===== src/sv/lcdw_pkg.sv =====
package lcdw_pkg;

  localparam int COL_MIN  = 0;
  localparam int COL_MAX  = 239;
  localparam int ROW_MIN  = 0;
  localparam int ROW_MAX  = 319;

  localparam int FUNC_W = 2;
  localparam int ADDR_W = 9;
  localparam int PIX_W  = 16;
  localparam int COL_W  = 8;
  localparam int ROW_W  = 9;
  localparam int CNT_W  = 17;
  localparam int SPAN_W = 9;
  localparam int QUO_W  = 9;

  localparam int FULL_PIXELS = (COL_MAX - COL_MIN + 1) * (ROW_MAX - ROW_MIN + 1);

  localparam int FIFO_DEPTH = 4;
  localparam int FIFO_AW    = 2;
  localparam int FIFO_CW    = 3;

  typedef enum logic [FUNC_W-1:0] {
    FN_SET_COL  = 2'd0,
    FN_SET_PAGE = 2'd1,
    FN_WR_FIRST = 2'd2,
    FN_WR_NEXT  = 2'd3
  } func_t;

  typedef enum logic [1:0] {
    BK_RUN,
    BK_MUL,
    BK_DIV
  } bk_state_t;

  typedef struct packed {
    func_t             func;
    logic              sa_ok;
    logic              ea_ok;
    logic [ADDR_W-1:0] start_addr;
    logic [ADDR_W-1:0] end_addr;
    logic [PIX_W-1:0]  pixel;
  } cmd_t;

  typedef struct packed {
    logic             start;
    logic [CNT_W-1:0] dividend;
    logic [COL_W-1:0] divisor;
  } div_req_t;

  typedef struct packed {
    logic             done;
    logic [QUO_W-1:0] quo;
    logic [COL_W-1:0] rem;
  } div_rsp_t;

endpackage


===== src/sv/lcdw_if.sv =====
interface lcdw_in_if;
  import lcdw_pkg::*;

  logic              valid;
  logic              ready;
  logic [FUNC_W-1:0] func;
  logic [ADDR_W-1:0] start_addr;
  logic [ADDR_W-1:0] end_addr;
  logic [PIX_W-1:0]  pixel;

  modport source (output valid, func, start_addr, end_addr, pixel, input ready);
  modport sink   (input valid, func, start_addr, end_addr, pixel, output ready);
endinterface

interface lcdw_out_if;
  import lcdw_pkg::*;

  logic             valid;
  logic             ready;
  logic [COL_W-1:0] col;
  logic [ROW_W-1:0] row;
  logic [PIX_W-1:0] color;

  modport source (output valid, col, row, color, input ready);
  modport sink   (input valid, col, row, color, output ready);
endinterface


===== src/sv/lcdw_front.sv =====
module lcdw_front (
  input  logic          clk,
  input  logic          rst_n,
  lcdw_in_if.sink       in_ch,
  output logic          cmd_valid,
  output lcdw_pkg::cmd_t cmd,
  input  logic          cmd_ready
);
  import lcdw_pkg::*;

  logic vld_r;
  logic vld_nxt;
  cmd_t cmd_r;
  cmd_t cmd_nxt;
  logic accept;
  logic is_page;
  logic [ADDR_W-1:0] lo_lim;
  logic [ADDR_W-1:0] hi_lim;

  assign in_ch.ready = !vld_r || cmd_ready;
  assign accept      = in_ch.valid && in_ch.ready;

  // limits depend only on which window edge is addressed
  assign is_page = (in_ch.func == FN_SET_PAGE);
  assign lo_lim  = is_page ? ADDR_W'(ROW_MIN) : ADDR_W'(COL_MIN);
  assign hi_lim  = is_page ? ADDR_W'(ROW_MAX) : ADDR_W'(COL_MAX);

  always_comb begin
    cmd_nxt.func       = func_t'(in_ch.func);
    cmd_nxt.start_addr = in_ch.start_addr;
    cmd_nxt.end_addr   = in_ch.end_addr;
    cmd_nxt.pixel      = in_ch.pixel;
    cmd_nxt.sa_ok      = (in_ch.start_addr >= lo_lim) && (in_ch.start_addr <= hi_lim);
    cmd_nxt.ea_ok      = (in_ch.end_addr >= lo_lim) && (in_ch.end_addr <= hi_lim);
  end

  always_comb begin
    vld_nxt = vld_r;
    if (accept) begin
      vld_nxt = 1'b1;
    end else if (cmd_ready) begin
      vld_nxt = 1'b0;
    end
  end

  always_ff @(posedge clk) begin
    if (!rst_n) begin
      vld_r <= 1'b0;
    end else begin
      vld_r <= vld_nxt;
    end
  end

  always_ff @(posedge clk) begin
    if (accept) begin
      cmd_r <= cmd_nxt;
    end
  end

  assign cmd_valid = vld_r;
  assign cmd       = cmd_r;

endmodule


===== src/sv/lcdw_fifo.sv =====
module lcdw_fifo (
  input  logic           clk,
  input  logic           rst_n,
  input  logic           push_valid,
  input  lcdw_pkg::cmd_t push_data,
  output logic           push_ready,
  output logic           pop_valid,
  output lcdw_pkg::cmd_t pop_data,
  input  logic           pop
);
  import lcdw_pkg::*;

  cmd_t               mem [FIFO_DEPTH];
  logic [FIFO_AW-1:0] wr_ptr_r;
  logic [FIFO_AW-1:0] wr_ptr_nxt;
  logic [FIFO_AW-1:0] rd_ptr_r;
  logic [FIFO_AW-1:0] rd_ptr_nxt;
  logic [FIFO_CW-1:0] cnt_r;
  logic [FIFO_CW-1:0] cnt_nxt;
  logic               push;

  assign push_ready = (cnt_r != FIFO_CW'(FIFO_DEPTH));
  assign push       = push_valid && push_ready;
  assign pop_valid  = (cnt_r != '0);
  assign pop_data   = mem[rd_ptr_r];

  always_comb begin
    wr_ptr_nxt = push ? FIFO_AW'(wr_ptr_r + 1'b1) : wr_ptr_r;
    rd_ptr_nxt = pop  ? FIFO_AW'(rd_ptr_r + 1'b1) : rd_ptr_r;
    cnt_nxt    = cnt_r;
    if (push && !pop) begin
      cnt_nxt = FIFO_CW'(cnt_r + 1'b1);
    end else if (pop && !push) begin
      cnt_nxt = FIFO_CW'(cnt_r - 1'b1);
    end
  end

  always_ff @(posedge clk) begin
    if (!rst_n) begin
      wr_ptr_r <= '0;
      rd_ptr_r <= '0;
      cnt_r    <= '0;
    end else begin
      wr_ptr_r <= wr_ptr_nxt;
      rd_ptr_r <= rd_ptr_nxt;
      cnt_r    <= cnt_nxt;
    end
  end

  always_ff @(posedge clk) begin
    if (push) begin
      mem[wr_ptr_r] <= push_data;
    end
  end

  a_pop_nonempty: assert property (@(posedge clk) disable iff (!rst_n)
    pop |-> cnt_r != '0)
    else $error("queue popped while empty");

  a_cnt_bound: assert property (@(posedge clk) disable iff (!rst_n)
    cnt_r <= FIFO_CW'(FIFO_DEPTH))
    else $error("queue count beyond depth");

endmodule


===== src/sv/lcdw_div.sv =====
module lcdw_div (
  input  logic               clk,
  input  logic               rst_n,
  input  lcdw_pkg::div_req_t req,
  output lcdw_pkg::div_rsp_t rsp
);
  import lcdw_pkg::*;

  localparam int TRIAL_W = CNT_W + 1;
  localparam int STEP_W  = 4;

  logic               busy_r;
  logic               busy_nxt;
  logic               done_r;
  logic               done_nxt;
  logic [STEP_W-1:0]  step_r;
  logic [STEP_W-1:0]  step_nxt;
  logic [CNT_W-1:0]   rem_r;
  logic [CNT_W-1:0]   rem_nxt;
  logic [QUO_W-1:0]   quo_r;
  logic [QUO_W-1:0]   quo_nxt;
  logic [COL_W-1:0]   dvs_r;
  logic [COL_W-1:0]   dvs_nxt;
  logic [TRIAL_W-1:0] trial;

  // one quotient bit per cycle, most significant first
  assign trial = {1'b0, rem_r} - (TRIAL_W'(dvs_r) << step_r);

  always_comb begin
    busy_nxt = busy_r;
    done_nxt = 1'b0;
    step_nxt = step_r;
    rem_nxt  = rem_r;
    quo_nxt  = quo_r;
    dvs_nxt  = dvs_r;
    if (req.start) begin
      busy_nxt = 1'b1;
      step_nxt = STEP_W'(QUO_W - 1);
      rem_nxt  = req.dividend;
      quo_nxt  = '0;
      dvs_nxt  = req.divisor;
    end else if (busy_r) begin
      quo_nxt = {quo_r[QUO_W-2:0], !trial[TRIAL_W-1]};
      if (!trial[TRIAL_W-1]) begin
        rem_nxt = trial[CNT_W-1:0];
      end
      if (step_r == '0) begin
        busy_nxt = 1'b0;
        done_nxt = 1'b1;
      end else begin
        step_nxt = STEP_W'(step_r - 1'b1);
      end
    end
  end

  always_ff @(posedge clk) begin
    if (!rst_n) begin
      busy_r <= 1'b0;
      done_r <= 1'b0;
    end else begin
      busy_r <= busy_nxt;
      done_r <= done_nxt;
    end
  end

  always_ff @(posedge clk) begin
    step_r <= step_nxt;
    rem_r  <= rem_nxt;
    quo_r  <= quo_nxt;
    dvs_r  <= dvs_nxt;
  end

  assign rsp.done = done_r;
  assign rsp.quo  = quo_r;
  assign rsp.rem  = rem_r[COL_W-1:0];

  a_start_idle: assert property (@(posedge clk) disable iff (!rst_n)
    req.start |-> !busy_r)
    else $error("divider restarted while busy");

endmodule


===== src/sv/lcdw_back.sv =====
module lcdw_back (
  input  logic           clk,
  input  logic           rst_n,
  input  logic           q_valid,
  input  lcdw_pkg::cmd_t q_cmd,
  output logic           q_pop,
  lcdw_out_if.source     out_ch
);
  import lcdw_pkg::*;

  bk_state_t        state_r;
  bk_state_t        state_nxt;
  logic [COL_W-1:0] col_start_r;
  logic [COL_W-1:0] col_start_nxt;
  logic [COL_W-1:0] col_end_r;
  logic [COL_W-1:0] col_end_nxt;
  logic [ROW_W-1:0] page_start_r;
  logic [ROW_W-1:0] page_start_nxt;
  logic [ROW_W-1:0] page_end_r;
  logic [ROW_W-1:0] page_end_nxt;
  logic [CNT_W-1:0] pw_r;
  logic [CNT_W-1:0] pw_nxt;
  logic [CNT_W-1:0] wp_r;
  logic [CNT_W-1:0] wp_nxt;
  logic [COL_W-1:0] cur_col_r;
  logic [COL_W-1:0] cur_col_nxt;
  logic [ROW_W-1:0] cur_row_r;
  logic [ROW_W-1:0] cur_row_nxt;

  logic             out_valid_r;
  logic [COL_W-1:0] out_col_r;
  logic [ROW_W-1:0] out_row_r;
  logic [PIX_W-1:0] out_color_r;
  logic             load_out;
  logic             out_free;

  logic [COL_W-1:0]    new_cs;
  logic [ROW_W-1:0]    new_ps;
  logic                first;
  logic [CNT_W-1:0]    eff_pw;
  logic [COL_W-1:0]    eff_col;
  logic [ROW_W-1:0]    eff_row;
  logic                drop;
  logic [SPAN_W-1:0]   w_span;
  logic [SPAN_W-1:0]   h_span;
  logic [2*SPAN_W-1:0] prod;
  div_req_t            div_req;
  div_rsp_t            div_rsp;

  lcdw_div u_div (
    .clk   (clk),
    .rst_n (rst_n),
    .req   (div_req),
    .rsp   (div_rsp)
  );

  assign out_free = !out_valid_r || out_ch.ready;

  assign new_cs = q_cmd.sa_ok ? q_cmd.start_addr[COL_W-1:0] : col_start_r;
  assign new_ps = q_cmd.sa_ok ? q_cmd.start_addr : page_start_r;

  // a write-start item rewinds the count before it is placed
  assign first   = (q_cmd.func == FN_WR_FIRST);
  assign eff_pw  = first ? '0 : pw_r;
  assign eff_col = first ? col_start_r : cur_col_r;
  assign eff_row = first ? page_start_r : cur_row_r;
  assign drop    = (eff_pw >= wp_r);

  assign w_span = (col_end_r < col_start_r) ? '0 :
                  SPAN_W'({1'b0, col_end_r} - {1'b0, col_start_r} + 1'b1);
  assign h_span = (page_end_r < page_start_r) ? '0 :
                  SPAN_W'(page_end_r - page_start_r + 1'b1);
  assign prod   = w_span * h_span;

  always_comb begin
    state_nxt      = state_r;
    col_start_nxt  = col_start_r;
    col_end_nxt    = col_end_r;
    page_start_nxt = page_start_r;
    page_end_nxt   = page_end_r;
    pw_nxt         = pw_r;
    wp_nxt         = wp_r;
    cur_col_nxt    = cur_col_r;
    cur_row_nxt    = cur_row_r;
    q_pop          = 1'b0;
    load_out       = 1'b0;
    div_req.start    = 1'b0;
    div_req.dividend = pw_r;
    div_req.divisor  = w_span[COL_W-1:0];
    case (state_r)
      BK_RUN: begin
        if (q_valid) begin
          case (q_cmd.func)
            FN_SET_COL: begin
              q_pop         = 1'b1;
              col_start_nxt = new_cs;
              if (q_cmd.ea_ok && (q_cmd.end_addr >= {1'b0, new_cs})) begin
                col_end_nxt = q_cmd.end_addr[COL_W-1:0];
              end
              state_nxt = BK_MUL;
            end
            FN_SET_PAGE: begin
              q_pop          = 1'b1;
              page_start_nxt = new_ps;
              if (q_cmd.ea_ok && (q_cmd.end_addr >= new_ps)) begin
                page_end_nxt = q_cmd.end_addr;
              end
              state_nxt = BK_MUL;
            end
            default: begin
              if (drop || out_free) begin
                q_pop       = 1'b1;
                pw_nxt      = eff_pw;
                cur_col_nxt = eff_col;
                cur_row_nxt = eff_row;
                if (!drop) begin
                  load_out = 1'b1;
                  pw_nxt   = CNT_W'(eff_pw + 1'b1);
                  if (eff_col >= col_end_r) begin
                    cur_col_nxt = col_start_r;
                    cur_row_nxt = ROW_W'(eff_row + 1'b1);
                  end else begin
                    cur_col_nxt = COL_W'(eff_col + 1'b1);
                  end
                end
              end
            end
          endcase
        end
      end
      BK_MUL: begin
        wp_nxt = prod[CNT_W-1:0];
        if ((w_span == '0) || (h_span == '0)) begin
          cur_col_nxt = col_start_r;
          cur_row_nxt = page_start_r;
          state_nxt   = BK_RUN;
        end else begin
          div_req.start = 1'b1;
          state_nxt     = BK_DIV;
        end
      end
      BK_DIV: begin
        // realign cursors to count mod width, count div width
        if (div_rsp.done) begin
          cur_col_nxt = COL_W'(col_start_r + div_rsp.rem);
          cur_row_nxt = ROW_W'(page_start_r + div_rsp.quo);
          state_nxt   = BK_RUN;
        end
      end
      default: begin
        state_nxt = BK_RUN;
      end
    endcase
  end

  always_ff @(posedge clk) begin
    if (!rst_n) begin
      state_r      <= BK_RUN;
      col_start_r  <= COL_W'(COL_MIN);
      col_end_r    <= COL_W'(COL_MAX);
      page_start_r <= ROW_W'(ROW_MIN);
      page_end_r   <= ROW_W'(ROW_MAX);
      pw_r         <= '0;
      wp_r         <= CNT_W'(FULL_PIXELS);
      cur_col_r    <= COL_W'(COL_MIN);
      cur_row_r    <= ROW_W'(ROW_MIN);
      out_valid_r  <= 1'b0;
    end else begin
      state_r      <= state_nxt;
      col_start_r  <= col_start_nxt;
      col_end_r    <= col_end_nxt;
      page_start_r <= page_start_nxt;
      page_end_r   <= page_end_nxt;
      pw_r         <= pw_nxt;
      wp_r         <= wp_nxt;
      cur_col_r    <= cur_col_nxt;
      cur_row_r    <= cur_row_nxt;
      if (load_out) begin
        out_valid_r <= 1'b1;
      end else if (out_ch.ready) begin
        out_valid_r <= 1'b0;
      end
    end
  end

  always_ff @(posedge clk) begin
    if (load_out) begin
      out_col_r   <= eff_col;
      out_row_r   <= eff_row;
      out_color_r <= q_cmd.pixel;
    end
  end

  assign out_ch.valid = out_valid_r;
  assign out_ch.col   = out_col_r;
  assign out_ch.row   = out_row_r;
  assign out_ch.color = out_color_r;

  a_div_done_state: assert property (@(posedge clk) disable iff (!rst_n)
    div_rsp.done |-> state_r == BK_DIV)
    else $error("divider result outside realign phase");

  a_pos_in_window: assert property (@(posedge clk) disable iff (!rst_n)
    load_out |-> (eff_col >= col_start_r) && (eff_col <= col_end_r) &&
                 (eff_row >= page_start_r) && (eff_row <= page_end_r))
    else $error("pixel placed outside window");

  a_count_bound: assert property (@(posedge clk) disable iff (!rst_n)
    wp_r <= CNT_W'(FULL_PIXELS))
    else $error("window pixel count beyond panel");

endmodule


===== src/sv/lcd_window_write_address.sv =====
// channel   dir  transfer when     payload
// in_ch     in   valid & ready     func, start_addr, end_addr, pixel
// out_ch    out  valid & ready     col, row, color
//
// Pixel items stream at one per clock while the output is not stalled and no
// window item holds the executor; each passes the front register, the queue
// and the output register in that order.
// A set-column or set-page item holds the executor while it is issued, the
// window area is formed, the divider runs nine bit-serial steps and the
// realigned cursors are loaded; an empty new window skips the divider.
// The four-entry queue keeps taking items meanwhile.
// Synchronous active-low reset restores the full-panel window and zero count.
// A stalled output at once holds in the executor each pixel item that would be
// placed; the input stalls when the queue and the front register are full.
module lcd_window_write_address (
  input  logic        clk,
  input  logic        rst_n,
  lcdw_in_if.sink     in_ch,
  lcdw_out_if.source  out_ch
);
  import lcdw_pkg::*;

  logic cmd_valid;
  cmd_t cmd;
  logic cmd_ready;
  logic q_valid;
  cmd_t q_cmd;
  logic q_pop;

  lcdw_front u_front (
    .clk       (clk),
    .rst_n     (rst_n),
    .in_ch     (in_ch),
    .cmd_valid (cmd_valid),
    .cmd       (cmd),
    .cmd_ready (cmd_ready)
  );

  lcdw_fifo u_fifo (
    .clk        (clk),
    .rst_n      (rst_n),
    .push_valid (cmd_valid),
    .push_data  (cmd),
    .push_ready (cmd_ready),
    .pop_valid  (q_valid),
    .pop_data   (q_cmd),
    .pop        (q_pop)
  );

  lcdw_back u_back (
    .clk     (clk),
    .rst_n   (rst_n),
    .q_valid (q_valid),
    .q_cmd   (q_cmd),
    .q_pop   (q_pop),
    .out_ch  (out_ch)
  );

endmodule


===== src/flat_wrapper.sv =====
// flat-port wrapper written by rule: the top's interface ports become plain ports
module lcd_window_write_address_flat import lcdw_pkg::*;
  (clk, rst_n, in_ch_valid, in_ch_func, in_ch_start_addr, in_ch_end_addr, in_ch_pixel, in_ch_ready, out_ch_valid, out_ch_col, out_ch_row, out_ch_color, out_ch_ready);
  lcdw_in_if in_ch_i ();
  lcdw_out_if out_ch_i ();
  input  logic clk;
  input  logic rst_n;
  input wire logic [$bits(in_ch_i.valid)-1:0] in_ch_valid;
  input wire logic [$bits(in_ch_i.func)-1:0] in_ch_func;
  input wire logic [$bits(in_ch_i.start_addr)-1:0] in_ch_start_addr;
  input wire logic [$bits(in_ch_i.end_addr)-1:0] in_ch_end_addr;
  input wire logic [$bits(in_ch_i.pixel)-1:0] in_ch_pixel;
  output wire logic [$bits(in_ch_i.ready)-1:0] in_ch_ready;
  output wire logic [$bits(out_ch_i.valid)-1:0] out_ch_valid;
  output wire logic [$bits(out_ch_i.col)-1:0] out_ch_col;
  output wire logic [$bits(out_ch_i.row)-1:0] out_ch_row;
  output wire logic [$bits(out_ch_i.color)-1:0] out_ch_color;
  input wire logic [$bits(out_ch_i.ready)-1:0] out_ch_ready;
  assign in_ch_i.valid = in_ch_valid;
  assign in_ch_i.func = in_ch_func;
  assign in_ch_i.start_addr = in_ch_start_addr;
  assign in_ch_i.end_addr = in_ch_end_addr;
  assign in_ch_i.pixel = in_ch_pixel;
  assign in_ch_ready = in_ch_i.ready;
  assign out_ch_valid = out_ch_i.valid;
  assign out_ch_col = out_ch_i.col;
  assign out_ch_row = out_ch_i.row;
  assign out_ch_color = out_ch_i.color;
  assign out_ch_i.ready = out_ch_ready;
  lcd_window_write_address u_core (.clk(clk), .rst_n(rst_n), .in_ch(in_ch_i), .out_ch(out_ch_i));
endmodule

===== config.mk =====
export PLATFORM = sky130hd
export DESIGN_NAME = lcd_window_write_address_flat
export DESIGN_NICKNAME = d
export VERILOG_FILES = /design/src/sv/lcdw_pkg.sv /design/src/sv/lcdw_if.sv /design/src/sv/lcdw_front.sv /design/src/sv/lcdw_fifo.sv /design/src/sv/lcdw_div.sv /design/src/sv/lcdw_back.sv /design/src/sv/lcd_window_write_address.sv /design/src/flat_wrapper.sv
export SDC_FILE = /design/constraint.sdc
export NUM_CORES = 1
export LEC_CHECK = 0
export BUFFER_PORTS_ARGS = -buffer_cell sky130_fd_sc_hd__buf_4
export CAP_MARGIN = 30
export CORE_MARGIN = 8
export CORE_UTILIZATION = 50
export CTS_CLUSTER_SIZE = 10
export DETAILED_ROUTE_END_ITERATION = 7
export GPL_TIMING_DRIVEN = 0
export PLACE_DENSITY = 0.67
export SLEW_MARGIN = 10
export SYNTH_ARGS = -nofsm -noshare
export SYNTH_HDL_FRONTEND = slang
export SYNTH_SLANG_ARGS = --single-unit
export TNS_END_PERCENT = 10

===== constraint.sdc =====
create_clock -name clk -period 9.75 [get_ports clk]
set_clock_uncertainty 0.05 [all_clocks]
set_input_delay 1.4625 -clock clk [delete_from_list [all_inputs] [get_ports clk]]
set_output_delay 1.4625 -clock clk [all_outputs]
set_load 0.005 [all_outputs]

Yosys cells after proc, flatten, opt, wreduce, memory -nomap -nowiden
Memory sizes are Yosys's and may differ from the RTL's. A register that Yosys moved wholly into a read port is not among the register bits.
Index checks and enable logic that the tools add are counted.
- $lt $le $gt $ge: 10
- reductions and logical operators: 39
- mux-type cells: 58
- equality and inequality tests: 13
- $mul: 1
- add/sub/neg operators: 15
- bitwise logic cells: 4
- shift operators: 1
- operators by type and width (kind ; count):
    $mux W9 ; 12
    $mux W17 ; 5
    $mux W8 ; 9
    $add A9 B1 Y9 const B ; 3
    $pmux W9 S3 ; 1
    $pmux W8 S3 ; 1
    $mux W1 ; 21
    $ge A9 B1 Y1 const B ; 2
    $le A9 B9 Y1 ; 2
    $logic_not A9 Y1 ; 2
    $shl A8 B4 Y18 ; 1
    $sub A17 B18 Y18 ; 1
    $add A17 B1 Y17 const B ; 1
    $ge A17 B17 Y1 ; 1
    $mul A9 B9 Y17 ; 1
    $mux W2 ; 6
    $reduce_and A4 Y1 ; 3
    $ne A2 B2 Y1 const B ; 5
    $add A9 B9 Y9 ; 1
    $ge A9 B8 Y1 ; 1
    $ge A9 B9 Y1 ; 1
    $lt A9 B9 Y1 ; 1
    $reduce_and A3 Y1 ; 3
    $sub A8 B8 Y9 ; 1
    27 further kinds ; 56
- bits in registers: 207
- memory bits (writable): 152
- logic and storage cells: 171
- memories: 1
- input port bits: 40
- memories (name ; depth ; width ; rd ports ; clocked after Yosys merged registers in ; wr ports ; line ; RTL):
    u_core.u_fifo.mem ; 4 ; 38 ; 1 ; 1 ; 1 ; lcdw_fifo.sv:13 ; cmd_t mem [FIFO_DEPTH];

Depth between registers and ports, before layout
- depth after elaboration: 11
- mapped depth: 30
- mapped depth without buffers: 29

Cells and area by module
Synthesis repeated with hierarchy kept, for this count alone.
- cells, all modules: 1974
- area, all modules: 21441.8 sq um
- modules (own cells, without submodules) (module ; cells each ; area each (sq um) ; times used):
    lcdw_back ; 1339 ; 11188.2 ; 1
    lcdw_fifo ; 246 ; 5963.2 ; 1
    lcdw_div ; 319 ; 2886.5 ; 1
    lcdw_front ; 70 ; 1403.8 ; 1

Worst setup path before layout
No wires, ideal clock.
- path type: flip-flop to flip-flop
- from: register (tool-made name)
- to: register u_core.u_back.out_col_r[0], in the netlist u_core.u_back.out_ch.col[0], enable pin
- period minus slack after synthesis: 6.470 ns
- stages on the path, launching flop included: 16
- slack: 3.280 ns
- data arrival time: 5.956 ns
- library setup time: 0.464 ns
- path buffers: 6
- cell sequence: dfxtp_1 > mux4_2 > nand2b_1 > buf_2 > buf_2 > clkbuf_1 > clkbuf_1 > and2_1 > ha_1 > a21o_1 > a221oi_1 > a2111oi_0 > or3_1 > clkbuf_1 > clkbuf_1 > nor3_1
- RTL lines (element ; line ; RTL):
    end signal: assignment ; lcdw_back.sv:188 ; out_col_r <= eff_col;
    end: declaration ; lcdw_back.sv:31 ; logic [COL_W-1:0] out_col_r;

Worst setup path in the final report
- from: register u_core.u_back.col_start_r[2]
- to: register u_core.u_back.wp_r[16]
- cells in the longest elaborated chain, start to end: 4
- elaborated cells between the ends (all ways): 5
- classes of those cells: 2 x add/sub; 1 x mul; 1 x order compare; 1 x mux
- ends and longest elaborated chain (element ; line ; RTL):
    start: declaration ; lcdw_back.sv:13 ; logic [COL_W-1:0] col_start_r;
    start signal: assignment ; lcdw_back.sv:159 ; col_start_r <= COL_W'(COL_MIN);
    start signal: assignment ; lcdw_back.sv:170 ; col_start_r <= col_start_nxt;
    $sub A8 B8 Y9 ; lcdw_back.sv:70 ; SPAN_W'({1'b0, col_end_r} - {1'b0, col_start_r} + 1'b1);
    $add A9 B1 Y9 ; lcdw_back.sv:70 ;
    $mux W9 (*) ; lcdw_back.sv:69 ; assign w_span = (col_end_r < col_start_r) ? '0 :
    $mul A9 B9 Y17 (*) ; lcdw_back.sv:73 ; assign prod = w_span * h_span;
    end signal: assignment ; lcdw_back.sv:164 ; wp_r <= CNT_W'(FULL_PIXELS);
    end signal: assignment ; lcdw_back.sv:175 ; wp_r <= wp_nxt;
    end: declaration ; lcdw_back.sv:23 ; logic [CNT_W-1:0] wp_r;
Mark *: on every way between the ends. The rest lies on a longest branch, timed or not.
A chain may end at the register's enable or synchronous reset.

==> results.md <==
* Synth async-reset ratio at 0
* Setup ws final at about 2300 ps
* Initial Util at 0.5056
* Core area at approximately 42,000 um2
* Fraction of layout cells with a size suffix above 1 at 0.09981
* I/O Buffers at 73
* Grt ovf at 0
* Clk pin slew, worst setup/hold paths at approximately 60 ps
* RSZ-0062 raised after global routing: false
* Total die area at around 49,000 um2
* Wirelength per Cell at 20.81 um
* Syn avg cell area at ~11 um2
* Slew @ Worst Pin at approximately 960 ps
* CP Class: reg -> reg
* Crit path top cell by count: inv_1
* Clock Latency Late Sink at roughly 580 ps
* Residual DRC count at 0
* CTS-repair resized insts at 0
* CP max FO at 10
* Synth warnings at 0
* Post-synth EDFFs at around 250
* Final HPWL DP at around 41,000 um
* Layout Utilization at 0.5703
* CP max-delay cell: mux2i_1
* Net count after synthesis at around 2.2k
* Synth cell types at 72
* Clock Sinks at around 360
* First-pass GRT wire length at 85,700 um
* Crit path launch type: flop
* Drt pass-1 iters at 5
* Vias in the first global route at 15.41k
* Critical Path RT at slightly above 10,000 ps
* Root Driver: clkbuf_16
* Outcome: complete, no violations
* Number of CTS-inserted buffers at 43
* Diodes inserted at 0
* Most common cell after layout, fill and taps aside: edfxtp_1
* Max cap viols at 0
* Hold Worst Slack at 440.8 ps
* Clock Tree Buf Depth at 3
* Pre-CTS WS at 2365 ps
* Main synth FF type: edfxtp_1
* Final WL at ~55,000 um
* Syn Std Cell Area at ~21,000 um2
* Critical Path AT at between 7000 and 8000 ps
* Critical Path End Type: flop
* Mapped Cells at approximately 2.0k
* FP Rows at 75
* Peak Freq at about 130 MHz
* Antenna-violating nets left at 0
* Die height at between 200 and 250 um
* CP max stage delay at around 620 ps
* Register area share after synthesis at 0.4578
* Final Hold Vio Count at 0
* Setup bufs post-CTS at 0
* Tcrit/Tclk final at 0.7644
* Setup TNS at 0 ps
* Total global routing track utilization at 0.2197
* H-tree Lvls at 2
* Commonest cells after routing, fill and taps aside: edfxtp_1, nand2_1, inv_1
* Synth Register Bits at around 360
* Final setup fails at 0
* Count of pins over their slew limit at 0
* # IOs at 75
* HP Class: reg -> reg
* Layout Nets at about 2.3k
* Initial antenna violation count at 0
* Post-DR vias/cell at approximately 5.8
* Layout area overhead at 12.79%
* Vias at between 15k and 20k
* Initial DRC Count at roughly 1.3k
* Largest net degree at the start of global routing at 30
* GP Congestion at between 0.9 and 1
* Number of fill cells in the layout at ~3.6k
* Worst rel slew slack at 0.3567
* DIE WIDTH at 222.0 um
* Hold Buf Count CTS at 0
* Min Tclk post-route at approximately 7500 ps
* TritonCTS clock tree: yes
==> state kept, by name, indices dropped and copies added (netlist names), 4 cells and up, named ones only <==
name                        count
u_core.u_back.cur_col_r         8
u_core.u_back.u_div.rem_r      17
u_core.u_front.cmd             38
u_core.u_back.pw_r             17
u_core.u_back.u_div.quo_r       9
u_core.u_back.out_ch.color     16
u_core.u_back.page_start_r      9
u_core.u_back.col_end_r         8
u_core.u_back.wp_r             17
u_core.u_back.cur_row_r         9
u_core.u_fifo.mem             152
u_core.u_back.col_start_r       8
u_core.u_back.u_div.dvs_r       8
u_core.u_back.out_ch.row        9
u_core.u_back.page_end_r        9
u_core.u_back.out_ch.col        8
u_core.u_back.u_div.step_r      4
==> cell families (layout without fill, tap and decap cells) <==
family                     Yosys count  count (layout)  share of synthesized area
AOI/OAI and AO/OA                  392             392                     0.1224
xor gates and xnor gates            58              58                    0.02395
and+or+nand+nor                    568             568                     0.1301
DFF                                361             361                     0.4578
adders and majority gates          226             226                     0.1546
muxes                               91              91                    0.06537
buffers and inverters              254             418                    0.04578
==> routing by layer <==
layer  part of all wire  vias to the layer above  global-route usage
met5                  0                        -                   0
met4              0.032                        0             0.07612
met3              0.049                      106             0.02857
met2               0.49                      495              0.3795
met1               0.43                     7587              0.2816
li1                   -                     7304                   -
==> worst paths after layout <==
path / endpoint / start / slack, ps / cells past startpoint
setup / recovery: u_core.u_back.wp_r[16] / u_core.u_back.col_start_r[2] / 2300 / 28
hold / removal: u_core.u_back.page_end_r[3] / u_core.u_back.page_end_r[3] / 440 / 2
setup reg to reg: u_core.u_back.wp_r[16] / u_core.u_back.col_start_r[2] / 2300 / 28
hold reg to reg: u_core.u_back.page_end_r[3] / u_core.u_back.page_end_r[3] / 440 / 2
==> final cells by class <==
type                       count  area, um2  area share
sequential                   361       9709      0.4059
clock buffer                  73       1220     0.05100
timing repair buffer          85      703.2     0.02940
inverter                     174      653.1     0.02730
multi-input combinational   1335      10560      0.4414
tap                          539      674.4     0.02819
clock inverter                 6      85.08    0.003557
buffer                        80      317.8     0.01329
==> critical path: cells and delay by family (launching register included) <==
| kind | cells | cell delay (ps) |
|---|---|---|
| AOI/OAI and AO/OA | 9 | 1560 |
| xor gates and xnor gates | 1 | 120 |
| adders and majority gates | 7 | 2890 |
| buffers and inverters | 7 | 1080 |
| DFF | 1 | 350 |
| muxes | 1 | 620 |
| and+or+nand+nor | 3 | 610 |
==> cells in the mapped netlist (16+ instances only) <==
cell | count | share of area
xnor2_1 | 34 | 0.014
nand4_1 | 27 | 0.0080
xor2_1 | 24 | 0.0099
nand2_1 | 181 | 0.032
clkbuf_1 | 60 | 0.011
a21oi_1 | 94 | 0.022
o211ai_1 | 23 | 0.0081
a31oi_1 | 21 | 0.0062
dfxtp_1 | 113 | 0.11
edfxtp_1 | 248 | 0.35
o21a_1 | 16 | 0.0057
inv_1 | 173 | 0.031
mux4_2 | 37 | 0.039
mux2i_1 | 44 | 0.021
a21o_1 | 21 | 0.0074
nand3_1 | 41 | 0.0097
nand2b_1 | 25 | 0.0074
o21ai_0 | 99 | 0.023
nor2b_1 | 47 | 0.014
nor2_1 | 120 | 0.021
o211a_1 | 22 | 0.010
and3_1 | 18 | 0.0053
fa_1 | 60 | 0.057
and2_1 | 32 | 0.0094
ha_1 | 166 | 0.098
nor3_1 | 32 | 0.0076
==> through the flow <==
stage | area, um2 | std cells
after floorplan | 21210 | 1950
after detailed placement | 22600 | 2572
after CTS | 23910 | 2651
final | 23920 | 2653
after global routing | 23920 | 2653
after global placement | 22430 | 2562
Power is not shown: default switching activity piles up to over one toggle a cycle in this logic, so the estimate is an artifact.
